## src/b32d_pkg.sv

```systemverilog
// ----------------------------------------------------------------------------
// b32d_pkg
// Shared types and constants for the Base32 stream decoder.
// ----------------------------------------------------------------------------
package b32d_pkg;

    localparam logic [7:0] CHAR_CR  = 8'h0D;
    localparam logic [7:0] CHAR_LF  = 8'h0A;
    localparam logic [7:0] CHAR_PAD = 8'h3D;   // '='

    localparam logic ALPHABET_STD = 1'b0;
    localparam logic ALPHABET_HEX = 1'b1;

    localparam logic [2:0] PAD_COUNT_MAX = 3'd7;

    // Classification of one input character
    typedef struct packed {
        logic       skip;    // CR or LF
        logic       pad;     // '='
        logic       bad;     // not in the selected alphabet
        logic [4:0] value;   // 5-bit symbol value when a data character
    } sym_class_t;

    // Pad count expected for a given data count modulo 8
    typedef struct packed {
        logic       ok;      // data count is a legal group remainder
        logic [2:0] pads;
    } pad_rule_t;

    function automatic pad_rule_t pad_rule(input logic [2:0] count);
        pad_rule_t r;
        r = '{ok: 1'b1, pads: 3'd0};
        case (count)
            3'd0:    r.pads = 3'd0;
            3'd2:    r.pads = 3'd6;
            3'd4:    r.pads = 3'd4;
            3'd5:    r.pads = 3'd3;
            3'd7:    r.pads = 3'd1;
            default: r.ok   = 1'b0;
        endcase
        return r;
    endfunction

endpackage

```

## src/b32d_if.sv

```systemverilog
// ----------------------------------------------------------------------------
// b32d_if
// Valid/ready channels: encoded characters in, decoded results out.
// ----------------------------------------------------------------------------
interface b32d_char_if;
    logic       valid;
    logic       ready;
    logic [7:0] character;
    logic       last_char;

    modport source (output valid, output character, output last_char, input ready);
    modport sink   (input valid, input character, input last_char, output ready);
endinterface

interface b32d_byte_if;
    logic       valid;
    logic       ready;
    logic [7:0] data_byte;
    logic       byte_valid;
    logic       message_end;
    logic       message_error;

    modport source (output valid, output data_byte, output byte_valid,
                    output message_end, output message_error, input ready);
    modport sink   (input valid, input data_byte, input byte_valid,
                    input message_end, input message_error, output ready);
endinterface

```

## src/b32d_sym_map.sv

```systemverilog
// ----------------------------------------------------------------------------
// b32d_sym_map
// Character classifier: CR/LF, pad, and alphabet lookup (standard or hex).
// ----------------------------------------------------------------------------
module b32d_sym_map
(
    input  logic                   hex_sel,
    input  logic [7:0]             character,
    output b32d_pkg::sym_class_t   cls
);

    logic [7:0] offs;

    always_comb
    begin
        cls  = '{skip: 1'b0, pad: 1'b0, bad: 1'b0, value: 5'd0};
        offs = 8'd0;
        if (character == b32d_pkg::CHAR_CR || character == b32d_pkg::CHAR_LF)
        begin
            cls.skip = 1'b1;
        end
        else if (character == b32d_pkg::CHAR_PAD)
        begin
            cls.pad = 1'b1;
        end
        else if (hex_sel == b32d_pkg::ALPHABET_HEX)
        begin
            case (character) inside
                [8'h30:8'h39]: offs = character - 8'h30;            // 0-9
                [8'h41:8'h56]: offs = character - 8'h41 + 8'd10;    // A-V
                [8'h61:8'h76]: offs = character - 8'h61 + 8'd10;    // a-v
                default:       cls.bad = 1'b1;
            endcase
        end
        else
        begin
            case (character) inside
                [8'h41:8'h5A]: offs = character - 8'h41;            // A-Z
                [8'h61:8'h7A]: offs = character - 8'h61;            // a-z
                [8'h32:8'h37]: offs = character - 8'h32 + 8'd26;    // 2-7
                default:       cls.bad = 1'b1;
            endcase
        end
        cls.value = offs[4:0];
    end

endmodule

```

## src/base32_stream_decoder_top.sv

```systemverilog
// ----------------------------------------------------------------------------
// base32_stream_decoder_top
// Streaming Base32 decoder, standard or extended hex alphabet.
// ----------------------------------------------------------------------------
// One character is taken per request; a new request can be accepted in
// every cycle unless stalled. The character is classified and its 5-bit value
// shifted into a 12-bit accumulator in the same cycle it is accepted; the
// result (a byte, and/or the end-of-message status) lands in an output
// register. Ready only drops while that output register holds a result the
// sink has not taken, so sustained throughput is one character per clock
// whenever the sink keeps up. Bytes leave before the message is validated:
// when message_end comes back with message_error set, drop every byte of that
// message. CR and LF are skipped; a message that carries last_char on CR/LF
// still ends there. alphabet_select (0 = A-Z 2-7, 1 = 0-9 A-V, lowercase
// accepted) must only be written while no message is in flight.
// ----------------------------------------------------------------------------
module base32_stream_decoder_top
(
    input  logic                 clk,
    input  logic                 rst_n,
    input  logic                 alphabet_select_wr_en,
    input  logic                 alphabet_select_wr_data,
    b32d_char_if.sink            char_in,
    b32d_byte_if.source          byte_out
);

    // ---- configuration ----
    logic alphabet_reg;

    // ---- message state ----
    logic [11:0] acc_reg,       acc_next;
    logic [3:0]  held_reg,      held_next;
    logic [2:0]  count_reg,     count_next;
    logic [2:0]  pads_reg,      pads_next;
    logic        pad_seen_reg,  pad_seen_next;
    logic        err_reg,       err_next;

    // ---- output register ----
    logic        out_valid_reg, out_valid_next;
    logic [7:0]  byte_reg;
    logic        byte_valid_reg;
    logic        end_reg;
    logic        error_reg;

    // ---- per-character datapath ----
    b32d_pkg::sym_class_t  cls;
    b32d_pkg::pad_rule_t   rule;
    logic        accept;
    logic        load;
    logic        have_byte;
    logic [7:0]  byte_val;
    logic [11:0] acc_shift;
    logic [11:0] byte_window;
    logic [11:0] left_mask;
    logic [3:0]  held_sum;
    logic        end_err;

    b32d_sym_map u_sym_map
    (
        .hex_sel   (alphabet_reg),
        .character (char_in.character),
        .cls       (cls)
    );

    // Output register frees up as soon as the sink takes it
    assign char_in.ready = !out_valid_reg || byte_out.ready;
    assign accept        = char_in.valid && char_in.ready;

    assign acc_shift = {acc_reg[6:0], cls.value};
    assign held_sum  = held_reg + 4'd5;

    always_comb
    begin
        acc_next      = acc_reg;
        held_next     = held_reg;
        count_next    = count_reg;
        pads_next     = pads_reg;
        pad_seen_next = pad_seen_reg;
        err_next      = err_reg;
        have_byte     = 1'b0;
        byte_window   = 12'd0;

        if (accept && !cls.skip)
        begin
            if (cls.pad)
            begin
                pad_seen_next = 1'b1;
                if (pads_reg != b32d_pkg::PAD_COUNT_MAX)
                begin
                    pads_next = pads_reg + 3'd1;
                end
            end
            else if (cls.bad || pad_seen_reg)
            begin
                err_next = 1'b1;  // bad symbol or data after padding
            end
            else
            begin
                acc_next   = acc_shift;
                count_next = count_reg + 3'd1;
                if (held_sum >= 4'd8)
                begin
                    held_next   = held_sum - 4'd8;
                    have_byte   = 1'b1;
                    byte_window = acc_shift >> held_next[2:0];
                end
                else
                begin
                    held_next = held_sum;
                end
            end
        end

        byte_val = have_byte ? byte_window[7:0] : 8'd0;

        // End-of-message checks on the post-update state
        rule      = b32d_pkg::pad_rule(count_next);
        left_mask = ~(12'hFFF << held_next[2:0]);
        end_err   = err_next || !rule.ok
                 || (pads_next != 3'd0 && pads_next != rule.pads)
                 || ((acc_next & left_mask) != 12'd0);

        load = accept && (have_byte || char_in.last_char);

        if (accept && char_in.last_char)
        begin
            acc_next      = 12'd0;
            held_next     = 4'd0;
            count_next    = 3'd0;
            pads_next     = 3'd0;
            pad_seen_next = 1'b0;
            err_next      = 1'b0;
        end

        if (load)
        begin
            out_valid_next = 1'b1;
        end
        else if (byte_out.ready)
        begin
            out_valid_next = 1'b0;
        end
        else
        begin
            out_valid_next = out_valid_reg;
        end
    end

    always_ff @(posedge clk or negedge rst_n)
    begin
        if (!rst_n)
        begin
            alphabet_reg  <= b32d_pkg::ALPHABET_STD;
            acc_reg       <= 12'd0;
            held_reg      <= 4'd0;
            count_reg     <= 3'd0;
            pads_reg      <= 3'd0;
            pad_seen_reg  <= 1'b0;
            err_reg       <= 1'b0;
            out_valid_reg <= 1'b0;
        end
        else
        begin
            if (alphabet_select_wr_en)
            begin
                alphabet_reg <= alphabet_select_wr_data;
            end
            acc_reg       <= acc_next;
            held_reg      <= held_next;
            count_reg     <= count_next;
            pads_reg      <= pads_next;
            pad_seen_reg  <= pad_seen_next;
            err_reg       <= err_next;
            out_valid_reg <= out_valid_next;
        end
    end

    // Result payload; no reset needed
    always_ff @(posedge clk)
    begin
        if (load)
        begin
            byte_reg       <= byte_val;
            byte_valid_reg <= have_byte;
            end_reg        <= char_in.last_char;
            error_reg      <= char_in.last_char && end_err;
        end
    end

    assign byte_out.valid         = out_valid_reg;
    assign byte_out.data_byte     = byte_reg;
    assign byte_out.byte_valid    = byte_valid_reg;
    assign byte_out.message_end   = end_reg;
    assign byte_out.message_error = error_reg;

endmodule

```

## src/flat_wrapper.sv

```systemverilog
// flat-port wrapper written by rule: the top's interface ports become plain ports
module base32_stream_decoder_top_flat 
  (clk, rst_n, alphabet_select_wr_en, alphabet_select_wr_data, char_in_valid, char_in_character, char_in_last_char, char_in_ready, byte_out_valid, byte_out_data_byte, byte_out_byte_valid, byte_out_message_end, byte_out_message_error, byte_out_ready);
  b32d_char_if char_in_i ();
  b32d_byte_if byte_out_i ();
  input  logic clk;
  input  logic rst_n;
  input  logic alphabet_select_wr_en;
  input  logic alphabet_select_wr_data;
  input wire logic [$bits(char_in_i.valid)-1:0] char_in_valid;
  input wire logic [$bits(char_in_i.character)-1:0] char_in_character;
  input wire logic [$bits(char_in_i.last_char)-1:0] char_in_last_char;
  output wire logic [$bits(char_in_i.ready)-1:0] char_in_ready;
  output wire logic [$bits(byte_out_i.valid)-1:0] byte_out_valid;
  output wire logic [$bits(byte_out_i.data_byte)-1:0] byte_out_data_byte;
  output wire logic [$bits(byte_out_i.byte_valid)-1:0] byte_out_byte_valid;
  output wire logic [$bits(byte_out_i.message_end)-1:0] byte_out_message_end;
  output wire logic [$bits(byte_out_i.message_error)-1:0] byte_out_message_error;
  input wire logic [$bits(byte_out_i.ready)-1:0] byte_out_ready;
  assign char_in_i.valid = char_in_valid;
  assign char_in_i.character = char_in_character;
  assign char_in_i.last_char = char_in_last_char;
  assign char_in_ready = char_in_i.ready;
  assign byte_out_valid = byte_out_i.valid;
  assign byte_out_data_byte = byte_out_i.data_byte;
  assign byte_out_byte_valid = byte_out_i.byte_valid;
  assign byte_out_message_end = byte_out_i.message_end;
  assign byte_out_message_error = byte_out_i.message_error;
  assign byte_out_i.ready = byte_out_ready;
  base32_stream_decoder_top u_core (.clk(clk), .rst_n(rst_n), .alphabet_select_wr_en(alphabet_select_wr_en), .alphabet_select_wr_data(alphabet_select_wr_data), .char_in(char_in_i), .byte_out(byte_out_i));
endmodule
```

## config.mk

```make
export PLATFORM = sky130hd
export DESIGN_NAME = base32_stream_decoder_top_flat
export DESIGN_NICKNAME = d
export VERILOG_FILES = /design/src/b32d_pkg.sv /design/src/b32d_if.sv /design/src/b32d_sym_map.sv /design/src/base32_stream_decoder_top.sv /design/src/flat_wrapper.sv
export SDC_FILE = /design/constraint.sdc
export NUM_CORES = 1
export LEC_CHECK = 0
export ABC_CLOCK_PERIOD_IN_PS = 4000
export BUFFER_PORTS_ARGS = -buffer_cell sky130_fd_sc_hd__buf_2
export CAP_MARGIN = 20
export CELL_PAD_IN_SITES_DETAIL_PLACEMENT = 0
export CELL_PAD_IN_SITES_GLOBAL_PLACEMENT = 1
export CORE_ASPECT_RATIO = 1.5
export CORE_MARGIN = 5
export CORE_UTILIZATION = 40
export DETAILED_ROUTE_END_ITERATION = 12
export PLACE_DENSITY_LB_ADDON = 0.1
export SLEW_MARGIN = 30
export SYNTH_ARGS = -nofsm -noshare
export SYNTH_HDL_FRONTEND = slang
export SYNTH_SLANG_ARGS = --single-unit
```

## constraint.sdc

```tcl
create_clock -name clk -period 4 [get_ports clk]
set_input_delay 0.6 -clock clk [delete_from_list [all_inputs] [get_ports clk]]
set_output_delay 0.6 -clock clk [all_outputs]
set_load 0.02 [all_outputs]
```

Word level (Yosys, flattened, before mapping)
Cells that the tools add are included.
W data, S select, Z words.
{"block": "word_totals", "output_inout_bits": 13, "reg_bits": 37, "inputBits": 15, "word_cells": 137}
{"block": "op_classes", "order_cmp": 11, "reduce_logical": 32, "addsub": 11, "bitwise": 5, "shift": 2, "muxes": 52, "eq_ne": 11}
{"cell": "$mux W12", "count": 4}
{"cell": "$mux W5", "count": 9}
{"cell": "$le A8 B7 Y1 const B", "count": 4}
{"cell": "$mux W1", "count": 24}
{"cell": "$mux W3", "count": 8}
{"cell": "$mux W4", "count": 5}
{"cell": "$eq A8 B4 Y1 const B", "count": 2}
{"cell": "$ge A8 B6 Y1 const B", "count": 2}
{"cell": "$ge A8 B7 Y1 const B", "count": 2}
{"cell": "$le A8 B6 Y1 const B", "count": 2}
{"cell": "$and A12 B12 Y12", "count": 1}
{"cell": "$logic_and A1 B1 Y1", "count": 12}
{"cell": "$not A12 Y12", "count": 1}
{"cell": "$pmux W3 S4", "count": 1}
{"cell": "$reduce_bool A12 Y1", "count": 1}
{"cell": "$shl A12 B3 Y12 const A", "count": 1}
{"cell": "$shr A12 B3 Y8", "count": 1}
{"cell": "$add A5 B4 Y5 const B", "count": 2}
{"cell": "$reduce_or A5 Y1", "count": 2}
{"cell": "$sub A5 B1 Y5 const B", "count": 2}
{"cell": "$sub A5 B5 Y5 const B", "count": 2}
{"cell": "$eq A3 B3 Y1 const B", "count": 3}
{"cell": "$eq A8 B6 Y1 const B", "count": 1}
{"cell": "$logic_or A1 B1 Y1", "count": 7}
{"cell": "other kinds (17)", "count": 25}

Logic depth before layout (Yosys ltp)
Gate-level depths: netlist (run 1).
{"block": "depth", "word_depth": 20, "mapped_depth": 14, "mapped_depth_nobuf": 13}

Modules after synthesis
From an unflattened synthesis (run 1), not the netlist that was laid out.
{"block": "hier_totals", "hier_cells": 280, "hier_area_um2": 2633.8}
{"module": "base32_stream_decoder_top", "n_inst": 1, "area_each_um2": 1966.9, "cells_per_inst": 196}
{"module": "b32d_sym_map", "n_inst": 1, "area_each_um2": 666.9, "cells_per_inst": 84}

Worst setup path after synthesis (run 1)
OpenSTA, ideal clock, no wires.
{"block": "synth_timing", "path_type": "in2reg", "start": "input char_in_character[1]", "end": "register u_core.error_reg, in the netlist u_core.byte_out.message_error, data pin", "setup_slack_ps": 443, "cell_stages": 13, "t_arrival_ps": 3403, "path_cell_list": "buf_2 > inv_1 > ha_1 > nor3b_2 > nand2_1 > nor3b_1 > or4_4 > and3_1 > buf_6 > mux2i_1 > o2111a_1 > or4_1 > a41oi_2"}
{"block": "synth_between", "elab_chain_cells": 20, "word_cells_on_any_way": 84}
{"element": "start, declared", "line_no": "flat_wrapper.sv:11", "source": "input wire logic [$bits(char_in_i.character)-1:0] char_in_character;"}
{"element": "branches (longest 18 deep; another with $sub A5 B5 Y5)"}
{"element": "$logic_or A1 B1 Y1 *", "line_no": "base32_stream_decoder_top.sv:121", "source": "|| ((acc_next & left_mask) != 12'd0);"}
{"element": "$logic_and A1 B1 Y1 *", "line_no": "base32_stream_decoder_top.sv:186", "source": "error_reg <= char_in.last_char && end_err;"}
{"element": "end signal, assigned", "line_no": "base32_stream_decoder_top.sv:186"}
{"element": "end, declared", "line_no": "base32_stream_decoder_top.sv:43", "source": "logic error_reg;"}
Mark *: on every way between the ends. The select of a mux whose other input is x is not followed.
A chain may end at the register's enable or synchronous reset.

Worst setup path after layout (run 1)
Ends and elaborated chain as after synthesis.

==> results of run 1 <==
## path summary, 6_finish.rpt
path                                                 startpoint                                 endpoint  slack, ps  depth (start not counted)
worst max-delay path                       char_in_character[1]  u_core.byte_out.message_error$_DFFE_PP_        440                         12
worst min-delay path                                      rst_n              u_core.acc_reg[2]$_DFF_PN0_        290                          1
worst max register to register  u_core.alphabet_reg$_DFFE_PN0P_  u_core.byte_out.message_error$_DFFE_PP_       1280                          7
worst min register to register         u_core.err_reg$_DFF_PN0_                 u_core.err_reg$_DFF_PN0_        530                          2
max in group asynchronous                                 rst_n              u_core.acc_reg[0]$_DFF_PN0_       3370                          1
min in group clk                          alphabet_select_wr_en          u_core.alphabet_reg$_DFFE_PN0P_        520                          2
## synthesized netlist by cell type, types with 4 or more instances
master,n
dfrtp_1,21
inv_1,11
nor2_1,38
mux2i_1,13
a211oi_1,8
ha_1,9
nand2_1,38
nand3_1,8
a21oi_1,25
nor3_1,12
xnor2_1,10
o21ai_0,9
and3_1,4
xor2_1,4
edfxtp_1,11
clkbuf_1,13
## layer usage
| metal | vias up | GRT usage, % | routed length, um |
|---|---|---|---|
| met4 | 0 | 6.88 | 155 |
| li1 | 1211 | - | - |
| met3 | 10 | 2.31 | 178 |
| met1 | 1171 | 20.1 | 3010 |
| met2 | 50 | 31.9 | 3820 |
| met5 | - | 0 | 0 |
## final cells by class
class / count / area share (%)
clock buffers: 8 / 3.37
repair buffers: 41 / 8.08
inverters: 12 / 1.52
well taps: 76 / 3.20
flip-flops and latches: 32 / 28.8
multi-input cells: 252 / 55.1
## critical path, cell delays in order
cell	delay, ps
buf_2	210
inv_1	110
ha_1	240
nor3b_2	190
nand2_1	100
nor3b_1	570
or4_4	280
and3_1	280
a2111oi_0	130
o2111a_1	260
or4_1	520
a41oi_2	200
## through the flow
| stage | util [%] | total power [W] | cell area (sq um) | hold WS, ps |
|---|---|---|---|---|
| final | 46.2 | 0.00136 | 2970 | 288 |
| after global routing | 46.2 | 0.00146 | 2970 | 331 |
| after CTS | 46.2 | 0.00137 | 2970 | 303 |
| after detailed placement | 44.6 | 0.00108 | 2870 | 504 |
| after global placement | 44.6 | 0.00110 | 2870 | 500 |
| after floorplan | - | 0.000919 | 2620 | 304 |
## logic make-up (layout without fill, tap and decap cells)
kind of cell | after synthesis | in the layout | share of synthesized area (%)
compound gates | 80 | 80 | 21.9
xor+xnor | 14 | 14 | 4.67
fa+ha+maj | 9 | 9 | 4.29
buf+inv | 31 | 61 | 5.01
flops | 32 | 32 | 32.6
mux | 15 | 15 | 5.82
simple gates | 134 | 134 | 25.7
## power by group through the flow
stage | registers [W] | logic, W | clock network, W
6_report | 0.000446 | 0.000634 | 0.000283
5_1_grt | 0.000453 | 0.000706 | 0.000299
4_1_cts | 0.000445 | 0.000638 | 0.000288
3_5_place_dp | 0.000451 | 0.000634 | 0
3_3_place_gp | 0.000451 | 0.000645 | 0
2_1_floorplan | 0.000445 | 0.000473 | 0
==> metrics.csv, run 1 <==
metric;value;unit
synth.yosys.seq_area_share;32.6;%
cp.arrival;3690;ps
power_frac_seq;32.7;%
dieArea;8310;sq um
finalMaxSlewViolations;0;
n_fill_cell;654;
cp_data_required_time;4130;ps
htree_num_levels;2;
p_leak;1.27;nW
power_switching_share;42.1;%
drive_above_1_share;17.7;%
cap_violations;0;
wirelength;7170;um
die_h;109;um
pin_count;28;
end_kind;flip-flop;
relSlewSlack;55.8;%
tns;0;ps
start_util;40.7;%
syn_to_final_growth;13.3;%
rows;36;
ctsResizeCount;0;
ys_warn_count;0;
nets;368;
finalSetupViolations;0;
clk_pin_slew;70;ps
yosys-top-cells-area;dfrtp_1, edfxtp_1, nand2_1;
grt_max_degree;22;
seq_area;856;sq um
hp-class;in -> async;
antenna_cells;0;
grt_pass1_wl;11600;um
finalCritPeriodShare;89.1;%
gp_congestion;0.908;
cts_setup_buffers;0;
ir_drop;0.163;mV
async_flop_share;65.6;%
cts_buffers;5;
drc;0;
multiInputGateArea;1640;sq um
finalHoldViolCount;0;
drt_iter0_markers;141;
cts-root-buf;clkbuf_8;
fin_ws;437;ps
synthFlopType;dfrtp_1;
synth_nets;339;
status;finished clean;
yosysTopAreaCell;dfrtp_1;
vias;2442;
synth-edff-count;11;
start_kind;primary input;
comb_power_share;46.5;%
viasPerCell;5.80;
synth_top_area_share;20.0;%
crit_type;in -> reg;
tightest_slew;662;ps
fin_crit;3560;ps
cts_sinks;32;
cts_tree;yes;
cellPowerDensity;458;nW/um^2
cts.path.max_buffers;2;
fin_cells;421;
synth.distinct_cells;66;
syn_area;2620;sq um
avgRoutedWirePerCell;17.0;um
ys_seq_elements;32;
worstPathMaxFanout;13;
final_cell_mix;nor2_1, nand2_1, buf_2, a21oi_1, dfrtp_1;
dpl_worst_slack;170;ps
dp_hpwl;5600;um
largest_register_ffs;8;
io_buffers;27;
skew;2.50;ps
rsz0062_at_grt;false;
internal_power;0.000789;W
grt_pass1_vias;2352;
clk_latency;280;ps
gr-usage-all-layers;17.3;%
switching_power;0.000573;W
synth.avg_cell_area;8.33;sq um
die_x;76.1;um
grt-ovfl-total;0;
clkPwrFrac;20.7;%
dr.pass1.iters;5;
dp_cells;413;
fmax;281;MHz
antenna_found_initial;0;
core;6440;sq um
cts_hold_buf;0;
postRouteAntennaNets;0;
netlist_instances;315;
Note: power is estimated with default switching activity, not from simulation.
==> run 2, diff against run 1 <==
--- a/config.mk
+++ b/config.mk
@@ -13,9 +13,11 @@
 export CORE_ASPECT_RATIO = 1.5
 export CORE_MARGIN = 5
 export CORE_UTILIZATION = 40
+export CTS_CLUSTER_DIAMETER = 30
 export DETAILED_ROUTE_END_ITERATION = 12
 export PLACE_DENSITY_LB_ADDON = 0.1
 export SLEW_MARGIN = 30
 export SYNTH_ARGS = -nofsm -noshare
 export SYNTH_HDL_FRONTEND = slang
+export SYNTH_HIERARCHICAL = 1
 export SYNTH_SLANG_ARGS = --single-unit
==> run 2 against run 1 <==
  * Critical endpoint is now u_core/byte_out.message_error$_DFFE_PP_
  * Power decreased by 11%
  * Cell area decreased by 0.97%
  * Combinational power decreased by 26%
  * Clock power increased by 6%
  * Non-clock buffer count decreased by 3
  * Clock skew about the same
  * Sequential power about the same
  * Sequential share of layout area increased by 0.28 points
  * First-iteration DRC count decreased by 21%
  * Critical path type unchanged
  * Clock-buffer cell count decreased by 2
==> metrics.csv, run 2 <==
metric;value;unit;change
synth-simple-area-share;19.5;%;-6.2 points
fin_crit;3600;ps;+32.4 ps
htree_num_levels;2;;unchanged
fin_util;45.7;%;-0.45 points
cts_setup_buffers;0;;unchanged
pin_count;28;;unchanged
nets;330;;-10%
yosysTopAreaCell;dfrtp_1;;
dr.pass1.iters;4;;-1
worstPathMaxFanout;7;;-6
cts_sinks;32;;unchanged
avgRoutedWirePerCell;16.8;um;-1.6%
finalMaxSlewViolations;0;;unchanged
drc;0;;unchanged
cts_buffers;5;;unchanged
ys_top_cells_by_count;nand2_1, a21oi_1, nor2_1;;
drive_above_1_share;23.1;%;+5.4 points
postRouteAntennaNets;0;;unchanged
start_util;40.9;%;+0.16 points
p_leak;1.26;nW;-1.3%
path_cells;buf_2, inv_1, ha_1, nor3b_4, a211o_1, o31ai_4, or3_1, a21oi_2, nor3_2, and3_4, mux2_4, nor4b_2, a211oi_1, o41a_1;;
cts_tree;yes;;
finalSetupViolations;0;;unchanged
cp_data_required_time;4030;ps;-100 ps
clkPwrFrac;24.8;%;+4.1 points
grt-ovfl-total;0;;unchanged
synth_fa_ha_area_share;4.28;%;-0.016 points
gr-usage-all-layers;15.9;%;-1.4 points
dpl_worst_slack;109;ps;-61.6 ps
dieArea;8340;sq um;+0.34%
synth_mux_area_share;13.2;%;+7.4 points
synth_top_family_by_area;compound AO/OA/AOI/OAI gates;;
cellPowerDensity;412;nW/um^2;-10%
rows;36;;unchanged
synth_most_common_cell;nand2_1;;
cts.path.max_buffers;2;;unchanged
tns;0;ps;unchanged
relSlewSlack;42.9;%;-13 points
finalHoldViolCount;0;;unchanged
cap_violations;0;;unchanged
grt_pass1_wl;10800;um;-6.9%
status;finished clean;;
final_cell_mix;nand2_1, buf_2, a21oi_1, nor2_1, dfrtp_1;;
tightest_slew;843;ps;+181 ps
die_x;76.3;um;+0.16%
fin_ws;404;ps;-32.4 ps
synth.distinct_cells;65;;-1.5%
rsz0062_at_grt;false;;
hp-class;in -> async;;
ys_seq_elements;32;;unchanged
largest_register_ffs;8;;unchanged
internal_power;0.000775;W;-1.8%
syn_area;2630;sq um;+0.38%
drt_iter0_markers;111;;-21%
power_switching_share;36.1;%;-6.0 points
vias;2161;;-12%
stdcell_area;2940;sq um;-0.97%
comb_power_share;38.5;%;-8.0 points
synth_top_area_share;20.0;%;-0.076 points
yosys.area_share.xor_xnor;3.66;%;-1.0 points
cts-root-buf;clkbuf_8;;
synth_nets;304;;-10%
dpl_cell_area;2840;sq um;-1.3%
n_fill_cell;674;;+3.1%
cp.arrival;3620;ps;-70 ps
synth.avg_cell_area;9.41;sq um;+13%
yosys-top-cells-area;dfrtp_1, edfxtp_1, mux4_2;;
fmax;278;MHz;-0.90%
cpMaxStageDelayCell;o41a_1;;
regToRegSetupSlack;1000;ps;-280 ps
clk_latency;280;ps;about the same
start_kind;primary input;;
gp_congestion;0.828;;-8.9%
dp_hpwl;4890;um;-13%
ir_drop;0.307;mV;+88%
grt_max_degree;24;;+9.1%
synth-edff-count;11;;unchanged
syn_to_final_growth;11.8;%;
netlist_instances;280;;-11%
die_h;109;um;+0.17%
wirelength;6420;um;-10%
final_common_cell;nand2_1;;
end_kind;flip-flop;;
core;6440;sq um;unchanged
clk_pin_slew;60;ps;about the same
io_buffers;27;;unchanged
viasPerCell;5.64;;-2.7%
synth_compound_area_share;20.5;%;-1.4 points
crit_type;in -> reg;;
switching_power;0.000438;W;-24%
cp_slowest_stage_delay;420;ps;-150 ps
power_frac_seq;36.8;%;+4.1 points
finalPower;0.00121;W;-11%
synth.yosys.seq_area_share;32.5;%;-0.12 points
cts_hold_buf;0;;unchanged
ys_warn_count;6;;+6
ctsResizeCount;0;;unchanged
grt_pass1_vias;2167;;-7.9%
antenna_found_initial;0;;unchanged
async_flop_share;65.6;%;unchanged
skew;2.80;ps;+0.297 ps
synthFlopType;dfrtp_1;;
finalCritPeriodShare;89.9;%;+0.81 points
antenna_cells;0;;unchanged
-- run 2: cell count changes after synthesis, moves of 3 or more --
cell and delta:
nor2_1 -13, nand2_1 -7, clkbuf_1 -6, xnor2_1 -3
mux4_2 +8, nor3_1 -6, o21a_1 -3, inv_1 +4
-- run 2: routing by layer --
layer	vias to the layer above	track usage [%]	part of all wire (%)	wire, um
li1	1086	-	-	-
met1	1046	18.1	41	2640
met2	24	30.3	55	3540
met3	5	2.87	2.5	162
met4	0	4.25	1.1	73
met5	-	0	0	0
-- run 2: worst paths after layout --
check	startpoint	to	cells after the start
max	char_in_character[0]	u_core/byte_out.message_error$_DFFE_PP_	14
min	rst_n	u_core/pads_reg[1]$_DFF_PN0_	1
max reg2reg	u_core/held_reg[0]$_DFF_PN0_	u_core/byte_out.message_error$_DFFE_PP_	6
min reg2reg	u_core/err_reg$_DFF_PN0_	u_core/err_reg$_DFF_PN0_	2
max in group asynchronous	rst_n	u_core/acc_reg[2]$_DFF_PN0_	1
min in group clk	u_core/err_reg$_DFF_PN0_	u_core/err_reg$_DFF_PN0_	2
-- run 2: worst max-delay path: cells and delay by family --
kind	cells	cell delay, ps
buffers and inverters	2	230
multiplexers	1	320
AND/OR/NAND/NOR	5	990
AO/OA/AOI/OAI	5	1240
adder cells (fa/ha/maj)	1	240
-- run 2: layout make-up --
| cell class | instances | area (sq um) | share of cell area (%) |
|---|---|---|---|
| inverters | 15 | 56.3 | 1.91 |
| clock buffers | 6 | 72.6 | 2.46 |
| flip-flops and latches | 32 | 856 | 29.1 |
| multi-input cells | 214 | 1610 | 54.7 |
| clock inverters | 2 | 35.0 | 1.19 |
| repair buffers | 38 | 218 | 7.39 |
| well taps | 76 | 95.1 | 3.23 |
-- run 2: cell families after synthesis --
logic type                 count (synthesis)
buffers and inverters                     34
DFF                                       32
AOI/OAI and AO/OA                         76
muxes                                     24
and+or+nand+nor                           94
adders and majority gates                  9
xor gates and xnor gates                  11
-- run 2: power by group through the flow --
stage                     registers (W)  logic (W)  clock network (W)
after CTS                      0.000446   0.000471           0.000311
after floorplan                0.000430   0.000381                  0
final                          0.000446   0.000466           0.000300
after detailed placement       0.000453   0.000469                  0
after global routing           0.000455   0.000514           0.000328
after global placement         0.000451   0.000467                  0
-- run 2: metrics by stage --
stage | hold slack [ps] | cells
after floorplan | 304 | 280
after global placement | 518 | 375
after detailed placement | 526 | 375
after CTS | 289 | 383
after global routing | 306 | 383
final | 279 | 383
